===== src/design/swm_pkg.sv =====
`default_nettype none

package swm_pkg;

	// Default sizes for the top level parameters.
	localparam int WINDOW_MAX_DEF  = 64;
	localparam int SAMPLE_BITS_DEF = 32;

	// Width of the window size register.
	localparam int CFG_W = 7;

	// Operation broadcast to every cell of the sorted row.
	typedef struct packed {
		logic rmv;
		logic ins;
	} cell_ctl_t;

endpackage

`default_nettype wire


===== src/design/swm_ring.sv =====
`default_nettype none

module swm_ring #(
	parameter int DEPTH       = swm_pkg::WINDOW_MAX_DEF,
	parameter int SAMPLE_BITS = swm_pkg::SAMPLE_BITS_DEF,
	parameter int AW          = 6
) (
	input  wire logic                   clk,
	input  wire logic                   wr_en,
	input  wire logic [AW-1:0]          wr_addr,
	input  wire logic [SAMPLE_BITS-1:0] wr_data,
	input  wire logic [AW-1:0]          rd_addr,
	output logic      [SAMPLE_BITS-1:0] rd_data
);
	import swm_pkg::*;

	logic [SAMPLE_BITS-1:0] mem_q [DEPTH];
	logic [SAMPLE_BITS-1:0] rd_data_q;

	// Samples in arrival order, one write and one registered read a cycle.
	always_ff @(posedge clk) begin
		if (wr_en) begin
			mem_q[wr_addr] <= wr_data;
		end
		rd_data_q <= mem_q[rd_addr];
	end

	assign rd_data = rd_data_q;

endmodule

`default_nettype wire


===== config.mk =====
export PLATFORM = sky130hd
export DESIGN_NAME = swm_ring
export DESIGN_NICKNAME = d
export VERILOG_FILES = /design/src/design/swm_pkg.sv /design/src/design/swm_ring.sv
export SDC_FILE = /design/constraint.sdc
export NUM_CORES = 2
export LEC_CHECK = 0
export BUFFER_PORTS_ARGS = -buffer_cell sky130_fd_sc_hd__buf_2
export CAP_MARGIN = 20
export CORE_ASPECT_RATIO = 0.8
export CORE_MARGIN = 8
export CORE_UTILIZATION = 45
export DETAILED_ROUTE_END_ITERATION = 7
export MAX_ROUTING_LAYER = met4
export PLACE_DENSITY = 0.57
export SETUP_SLACK_MARGIN = 0.2
export SKIP_CTS_REPAIR_TIMING = 1
export SLEW_MARGIN = 40
export SYNTH_ARGS = -nofsm -noshare
export SYNTH_HDL_FRONTEND = slang
export SYNTH_SLANG_ARGS = --single-unit

===== constraint.sdc =====
create_clock -name clk -period 5.7 [get_ports clk]
set_input_delay 1.425 -clock clk [delete_from_list [all_inputs] [get_ports clk]]
set_output_delay 1.425 -clock clk [all_outputs]
set_load 0.05 [all_outputs]

Word-level counts from Yosys, hierarchy flattened
Memory sizes are Yosys's and may differ from the RTL's. A register that Yosys moved wholly into a read port is not among the register bits.
Index checks and enable logic that the tools add are counted.
{"block": "totals", "ram_bits": 2048, "latchBits": 0, "memories": 1, "ff_bits": 0, "rom_bits": 0, "output_inout_bits": 32}
{"block": "classes", "shift": 0, "n_lt_le_gt_ge": 0, "bitwise": 0, "n_div": 0, "eq_ne": 0, "mul": 0, "add_sub_neg": 0, "reduce_logical": 0, "n_mux": 2}
{"memory": "mem_q", "words": 64, "word_bits": 32, "read_ports": 1, "rd_clocked_by_memory_dff": 1, "wr": 1, "line_no": "swm_ring.sv:17", "text": "logic [SAMPLE_BITS-1:0] mem_q [DEPTH];"}
{"operator": "1-bit two-way mux", "count": 2}

Longest topological paths before layout
{"block": "logic_depth", "depth_word": 2, "ltp_mapped": 10}

Least setup slack after synthesis
Ideal clock, no wire load.
{"block": "synth_timing", "path_kind": "input-to-reg", "from": "input port wr_addr[3]", "to": "memory mem_q[48][0] (netlist bit), enable pin", "n_path_buf": 1, "arrival_ns": 4.124, "slack_ns": 1.115, "cell_stages": 4, "setup_ns": 0.461, "path_cell_list": "clkbuf_1 > nor2b_1 > nand4b_1 > nor3_1"}
{"item": "start: declaration", "line_no": "swm_ring.sv:10", "text": "input wire logic [AW-1:0] wr_addr,"}
{"item": "end: declaration", "line_no": "swm_ring.sv:17"}
No word-level cell before the write port.

==> results.ini <==
[global_route]
gr-usage-all-layers = 0.224
first_global_vias = 37869
grt_start_max_net_pins = 68
grt_pass1_wl_um = 291000
antenna_found_initial = 15
overflow = 0

[drt]
post_drt_wl_per_cell_um = 34.1
vias = 36863
drt_iter0_markers = 4691
wl_met3_um = 18200
viasPerCell = 6.06
route.detailed.drc = 0
wl_um = 207000
ant_nets = 0
wl_met1_um = 85200
first_pass_iters = 5
wl_met2_um = 98100
top_layer_used = met4

[clock_tree]
cts_made_buffers = 196
cts.sinks = 2080
cts_buffer_depth = 3
path_clk_slew_ps = 60
cts_tree = yes
cts.htree.levels = 4
ctsRootBufferMaster = clkbuf_16
clk_latency_ps = 830

[placement]
gp_congestion = 0.803
place_hpwl_um = 121000
portBuffers = 77
dpl-instance-area_um2 = 83300
pre_cts_ws_ps = 872

[floorplan]
core_region_area_um2 = 174000
die-area_um2 = 188000
initial_core_util = 0.452
io_pins = 78
die_x_um = 483
rows = 137
fp.dieH_um = 390

[setup_path]
regToRegSetupSlack_ps = 3150
startpoint_type = primary input
end_kind = flip-flop
path_class = in2reg
rr_worst_depth = 4
crit_top_cell = mux4_2
crit_chain = buf_8 > buf_12 > mux4_2 > mux4_2 > o22ai_1 > nor2_1
cp.arrival_ps = 4680
rr_startpoint = mem_q[47][28]
cp.required_ps = 6340
slowest_stage = o22ai_1
worst-path-max-fanout = 67
crit_family = multiplexers
slowest_delay_ps = 720
rr_endpoint = rd_data[28]
worst-path-buf-inv = 2

[hold_path]
hold_path.class = reg2reg
worstHoldStart = mem_q[28][8]
hold-path-endpoint = rd_data[8]
holdPathStages = 4

[sta]
hold_viol = 0
fin_worst_skew_ps = 30.2
finalSetupViolCount = 0
slew_headroom = 0.390
setup-tns-final_ps = 0
clock.fmax_mhz = 248
worst_pin_slew_ps = 915
fin_ws_ps = 1660
finalCritPeriodShare = 0.708
drv_slew = 0
rsz0062_at_grt = no
min_period_ps = 4040

[logic_synthesis]
yosys-top-cells-area = edfxtp_1 78%, mux4_2 16%, mux2i_1 1.2%
synthCells = 3324
yosysSeqAreaShare = 0.791
ys_seq_elements = 2080
synth_fp_nets = 3370
synth_cell_type_count = 34
netlist_area_um2 = 78500
syn_avg_cell_area_um2 = 23.6
synth_top_area_cell = edfxtp_1
yosysWarnings = 0
yosysTopAreaCellShare = 0.783

[finish]
layout_commonest_cell = edfxtp_1
area_growth_pct = 14.3
drive_gt1_frac = 0.313
fin_area_um2 = 89800
final_cell_mix = 2048 x edfxtp_1, 544 x mux4_2, 197 x clkbuf_16
nNetsFinal = 3654

[power_and_ir_drop]
p_leak_nw = 27.9
powerDensity_nw_per_um2 = 352
power_mw = 31.6
ir_drop_v = 0.000338

[run_status]
status = completed

[run]
cap_violations = 0

[cell usage after synthesis (all sizes together)]
library cell  instances
a22oi                12
or3                   3
o22ai                84
nand2b                8
o32ai                 4
a311oi                8
a41o                  4
nand4b                1
nand2                26
buf                 108
nor3                  7
and3                  4
a21oi                62
nor2                137
or3b                  5
nor2b                15
nand3b                5
nand3                 5
or2                   3
nand4                 2
o221ai               27
and2                  2
mux2i                93
a31oi                 1
edfxtp             2048
mux4                544
dfxtp                32
clkbuf               74
[how the worst max path moves through the flow]
| stage | startpoint | end | slack (ps) | cells after the start |
|---|---|---|---|---|
| 2_1_floorplan | wr_addr[3] | mem_q[48][0] | 1120 | 4 |
| 3_3_place_gp | rd_addr[0] | rd_data[1] | 700 | 8 |
| 3_5_place_dp | rd_addr[0] | rd_data[2] | 870 | 8 |
| 4_1_cts | rd_addr[0] | rd_data[2] | 1780 | 8 |
| 5_1_grt | rd_addr[0] | rd_data[2] | 1680 | 8 |
| 6_report | rd_addr[0] | rd_data[28] | 1660 | 6 |
[tightest hold or removal path: stages (launching register included)]
cell	delay, ps
edfxtp_1	320
mux2i_1	80
nand2_1	80
a311oi_1	80
nor3_1	160
[routing by layer]
| layer | track usage | up-vias |
|---|---|---|
| met3 | 0.0515 | 279 |
| met2 | 0.345 | 1643 |
| met4 | 0.0617 | 0 |
| met5 | - | - |
| met1 | 0.305 | 20065 |
| li1 | - | 14876 |
[registers in the layout, indices dropped and copies added (netlist names)]
signal	count
mem_q	2048
rd_data	32
[metrics by stage]
| stage | cells | util | hold slack, ps |
|---|---|---|---|
| 2_1_floorplan | 3324 | - | 663 |
| 3_3_place_gp | 5686 | 0.477 | 734 |
| 3_5_place_dp | 5700 | 0.479 | 754 |
| 4_1_cts | 6063 | 0.516 | 770 |
| 5_1_grt | 6072 | 0.516 | 814 |
| 6_report | 6079 | 0.516 | 770 |
[final cells by class]
cell class	instances	area (um^2)
timing repair buffer	268	2330
clock buffer	262	5320
multi-input combinational	1062	16000
clock inverter	101	1030
antenna	13	32.5
fill	13343	84000
sequential	2080	62100
tap	2293	2870
[cell families after synthesis]
| logic type | Yosys count | synth area share |
|---|---|---|
| flops | 2080 | 0.791 |
| compound gates | 202 | 0.0167 |
| mux | 637 | 0.168 |
| simple gates | 223 | 0.0127 |
| buf+inv | 182 | 0.0113 |
[power breakdown]
part           internal [mW]  leakage (nW)  switching, mW
clock network           7.26          3.10           5.63
registers               16.9          18.7         0.0703
logic                  0.591          6.14           1.12
Power figures use the tool's default switching activity.
