[config.mk]
export PLATFORM = sky130hd
export DESIGN_NAME = swm_cell
export DESIGN_NICKNAME = d
export VERILOG_FILES = /design/src/design/swm_pkg.sv /design/src/design/swm_cell.sv
export SDC_FILE = /design/constraint.sdc
export NUM_CORES = 1
export LEC_CHECK = 0
export BUFFER_PORTS_ARGS = -buffer_cell sky130_fd_sc_hd__buf_4
export CORE_MARGIN = 2
export CORE_UTILIZATION = 38
export CTS_CLUSTER_DIAMETER = 200
export DETAILED_ROUTE_END_ITERATION = 12
export GPL_TIMING_DRIVEN = 0
export PLACE_DENSITY = 0.69
export SLEW_MARGIN = 0
export SYNTH_ARGS = -nofsm -noshare
export SYNTH_HDL_FRONTEND = slang
export SYNTH_SLANG_ARGS = --single-unit
export TNS_END_PERCENT = 20
[constraint.sdc]
create_clock -name clk -period 9.2 [get_ports clk]
set_input_delay 1.84 -clock clk [delete_from_list [all_inputs] [get_ports clk]]
set_output_delay 1.84 -clock clk [all_outputs]
set_load 0.02 [all_outputs]
[src/design/swm_pkg.sv]
`default_nettype none

package swm_pkg;

	// Default sizes for the top level parameters.
	localparam int WINDOW_MAX_DEF  = 64;
	localparam int SAMPLE_BITS_DEF = 32;

	// Width of the window size register.
	localparam int CFG_W = 7;

	// Operation broadcast to every cell of the sorted row.
	typedef struct packed {
		logic rmv;
		logic ins;
	} cell_ctl_t;

endpackage

`default_nettype wire

[src/design/swm_cell.sv]
`default_nettype none

module swm_cell #(
	parameter int SAMPLE_BITS = swm_pkg::SAMPLE_BITS_DEF,
	parameter int CNT_W       = 7,
	parameter int IDX         = 0
) (
	input  wire logic                   clk,
	input  wire swm_pkg::cell_ctl_t     ctl,
	input  wire logic [CNT_W-1:0]       fill,
	input  wire logic [SAMPLE_BITS-1:0] x,
	input  wire logic [SAMPLE_BITS-1:0] d,
	input  wire logic [SAMPLE_BITS-1:0] left_key,
	input  wire logic                   left_after,
	input  wire logic [SAMPLE_BITS-1:0] right_key,
	output logic      [SAMPLE_BITS-1:0] key,
	output logic                        after
);
	import swm_pkg::*;

	localparam logic [CNT_W-1:0] IDX_C = CNT_W'(IDX);

	logic [SAMPLE_BITS-1:0] key_q;
	logic                   valid;
	logic                   shift_l;

	// A cell holds a live sample when its position is below the fill count.
	assign valid = IDX_C < fill;

	// Insertion point: this cell and all to its right move one place right.
	assign after = !valid || ($signed(key_q) > $signed(x));

	// Removal point: the first cell equal to the evicted sample and all to
	// its right take their right neighbor's key.
	assign shift_l = !valid || ($signed(key_q) >= $signed(d));

	// Whole-row shift, one operation per cycle.
	always_ff @(posedge clk) begin
		if (ctl.rmv) begin
			if (shift_l) begin
				key_q <= right_key;
			end
		end else if (ctl.ins) begin
			if (after) begin
				key_q <= left_after ? left_key : x;
			end
		end
	end

	assign key = key_q;

endmodule

`default_nettype wire

; Word level (Yosys, flattened, before mapping)
; Cells that the tools add are included.
[op_classes]
n_eq_ne = 1
n_lt_le_gt_ge = 3
reduce_logical = 6
n_mux = 5
[ops]
columns = cell, n
row1 = $mux 32, 5
row2 = $ge 32x32->1, 1
row3 = $gt 32x32->1, 1
row4 = $lt 1x7->1 const A, 1
row5 = $reduce_bool 2->1, 2
row6 = $reduce_and 3->1, 1
row7 = $logic_or 1x1->1, 2
row8 = $ne 2x1->1 const B, 1
row9 = $logic_not 1->1, 1
[word_totals]
input_bits = 139
word_cells = 16
regBits = 32
out_inout_bits = 33

; Longest topological paths before layout
[depth]
depth_word = 6
depth_mapped = 9
depth_no_buf = 9

; Least setup slack after synthesis
; Ideal clock, no wire load.
[synth_timing]
kind = input to output
startpoint = input x[14]
endpoint = output after
t_arrival_ps = 3483
path_slack_ps = 3877
t_required_ps = 7360
n_path_buf = 0
cell_stages = 8
path_cell_list = inv_1 -> ha_1 -> nand4_1 -> or4_1 -> a21o_1 -> a31oi_1 -> nor4b_2 -> nor2_2
[synth_via]
elab_chain_len = 2
[synth_rtl]
columns = element, line
row1 = start: declaration, swm_cell.sv:11  ; input wire logic [SAMPLE_BITS-1:0] x,
row2 = $gt 32x32->1, swm_cell.sv:31  ; assign after = !valid || ($signed(key_q) > $signed(x));
row3 = $logic_or 1x1->1, swm_cell.sv:31
row4 = end: declaration, swm_cell.sv:17  ; output logic after
; No other way between the ends.

; Worst setup path in the final report
; Ends and elaborated chain as after synthesis.

==> summary.md <==
| Metric | Value |
|---|---|
| CORE AREA | 8300 µm² |
| Cells after synthesis | 373 |
| RSZ-0062 raised after global routing | false |
| Post-CTS sizing | 0 |
| Reg2reg setup slack | 5.86 ns |
| Initial antenna violation count | 0 |
| Setup CP Type | input port to primary output |
| Rel. slew slack | 0.437 |
| Root Buffer | clkbuf_8 |
| Ys Warns | 0 |
| Final Skew | 0.00449 ns |
| Hold_ws | 1.68 ns |
| Fin crit period | 5.72 ns |
| Fill cells | 792 |
| Leakage | 2.54 nW |
| Pre-CTS setup slack | 3.48 ns |
| Register Area | 961 µm² |
| Largest net degree at the start of global routing | 33 |
| CP peak stage delay | 0.61 ns |
| Post-synth EDFFs | 32 |
| Number of remaining DRC errors | 0 |
| CP max stage cell | or4_1 |
| Met3 Use GR | 0.0273 |
| Most frequent cells in the layout | buf_4, inv_1, ha_1 |
| Overflow after GRT | 0 |
| Via count | 3305 |
| Die footprint | 9420 µm² |
| Post-CTS Setup Bufs | 0 |
| Max-slew violation count | 0 |
| Distinct cells, synth | 34 |
| Slew @ Worst Pin | 0.845 ns |
| Most common cell after layout, fill and taps aside | buf_4 |
| CTS Sinks | 32 |
| Row Count | 33 |
| Hold buffer count at cts | 0 |
| Antenna cells | 0 |
| Final Cycle Share | 0.622 |
| Top Ports | 172 |
| Area of the multi-input gates | 2040 µm² |
| CP Max Fanout | 3 |
| Fin util | 0.576 |
| Wire per inst | 15.4 µm |
| CP Launch Type | input port |
| Post-synth top flop | edfxtp_1 |
| Yosys reg bits | 32 |
| CTS tree | done |
| Tot Pwr | 613 µW |
| Most used cell, CP | buf_4 |
| Clk buf depth | 2 |
| Syn Std Cell Area | 3290 µm² |
| H-tree Lvls | 2 |
| Max Cap Viol | 0 |
| Status | finished, final reports clean |
| Cts bufs inserted | 5 |
| Worst Setup End Kind | primary output |
| Width of the die | 97.1 µm |
| Syn nets | 576 |
| GP Congestion | 0.852 |
| Synth async-reset ratio | 0 |
| GRT met2 Usage | 0.387 |
| GRT Util Overall | 0.215 |
| Syn avg cell area | 8.82 µm² |
| Hold Vio Cnt, Final | 0 |
| Fmax | 175 MHz |
| Largest register FFs | 32 |
| Number of global-route vias before repair | 3452 |
| Nets@finish | 753 |
| Post-DR vias/cell | 5.04 |
| Final setup vio count | 0 |
| Setup WS post-layout | 3.48 ns |
| Worst endpoint data arrival time | 3.88 ns |
| First-pass GRT wire length | 16400 µm |
| Grt met1 use | 0.265 |
| Worst-Skew Late Latency | 0.28 ns |
| Crit path cell chain | buf_4, inv_1, ha_1, nand4_1, or4_1, a21o_1, a31oi_1, nor4b_2, nor2_2, buf_4 |
| WL final | 10100 µm |
| Dpl hpwl | 8430 µm |
| Routed Antenna Nets | 0 |
| Starting Density | 0.397 |
| Die Span Y | 97.1 µm |
| # port buffers | 170 |
| DRT Pass-1 Iters | 5 |
| Worst-path clk slew | 0.07 ns |
| Register area share after synthesis | 0.292 |
| Pwr dens | 128 nW/µm² |
| Worst hold-check path type | register to register |
| DR iter-0 viols | 125 |
| Critical Path RT | 7.36 ns |
| Area growth, synth to finish | 45.2% |
| GRT busiest layer | met2 |
| Fin Setup TNS | 0 ns |
| Maximum vdd drop | 0.0628 mV |
| Layout cells sized above 1 | 0.328 |
==> cell usage after synthesis (3+ instances only) <==
master    instances  area share
inv_1            66       0.075
ha_1             64        0.24
nand2_1          44       0.050
o21ai_0          36       0.055
edfxtp_1         32        0.29
mux2i_1          32       0.097
a21oi_1          23       0.035
nand4_1          13       0.025
clkbuf_1          8      0.0091
a21o_1            7       0.016
nor2_1            6      0.0068
nand3_1           5      0.0076
a211oi_1          3      0.0068
buf_1             3      0.0034
nor2b_1           3      0.0057
nor3_1            3      0.0046
o211ai_1          3      0.0068
==> where the power goes <==
group	internal [mW]	switching [mW]
logic	0.136	0.149
clock network	0.0528	0.0554
registers	0.196	0.0237
==> path summary, 6_finish.rpt <==
check                                       start          endpoint  depth (start not counted)
worst max-delay path                        x[14]             after                         10
worst min register to register  key[31]$_DFFE_PP_  key[0]$_DFFE_PP_                          4
worst min-delay path            key[31]$_DFFE_PP_  key[0]$_DFFE_PP_                          4
worst max register to register  key[14]$_DFFE_PP_  key[8]$_DFFE_PP_                          8
==> cell families after synthesis <==
family / after synthesis / synth area share
AOI/OAI and AO/OA: 82 / 0.146
adders and majority gates: 64 / 0.243
buffers and inverters: 77 / 0.0878
DFF: 32 / 0.292
muxes: 33 / 0.101
and+or+nand+nor: 85 / 0.130
==> cell type report <==
| type | instances | share of cell area |
|---|---|---|
| Clock buffer | 7 | 0.0160 |
| Tap cell | 105 | 0.0275 |
| Clock inverter | 1 | 0.000785 |
| Timing Repair Buffer | 170 | 0.267 |
| Inverter | 66 | 0.0518 |
| Multi-Input combinational cell | 264 | 0.427 |
| Buffer | 11 | 0.00864 |
| Sequential cell | 32 | 0.201 |
==> layer usage <==
| layer | wire length (µm) | up-vias |
|---|---|---|
| met3 | 486 | 14 |
| met4 | 179 | 0 |
| met5 | 0 | - |
| met1 | 4330 | 1506 |
| met2 | 5110 | 102 |
| li1 | - | 1683 |
==> stage by stage <==
step / cell area [µm²] / cells
floorplan: 3290 / 373
global placement: 4700 / 648
detailed placement: 4700 / 648
CTS: 4780 / 656
global route: 4780 / 656
finish: 4780 / 656
==> worst max-delay path: cells and delay by family <==
family	cells	cell delay (ns)
buffers and inverters	3	0.28
adder cells (fa/ha/maj)	1	0.31
AO/OA/AOI/OAI	2	0.40
AND/OR/NAND/NOR	4	1.05
Power figures use the tool's default switching activity.
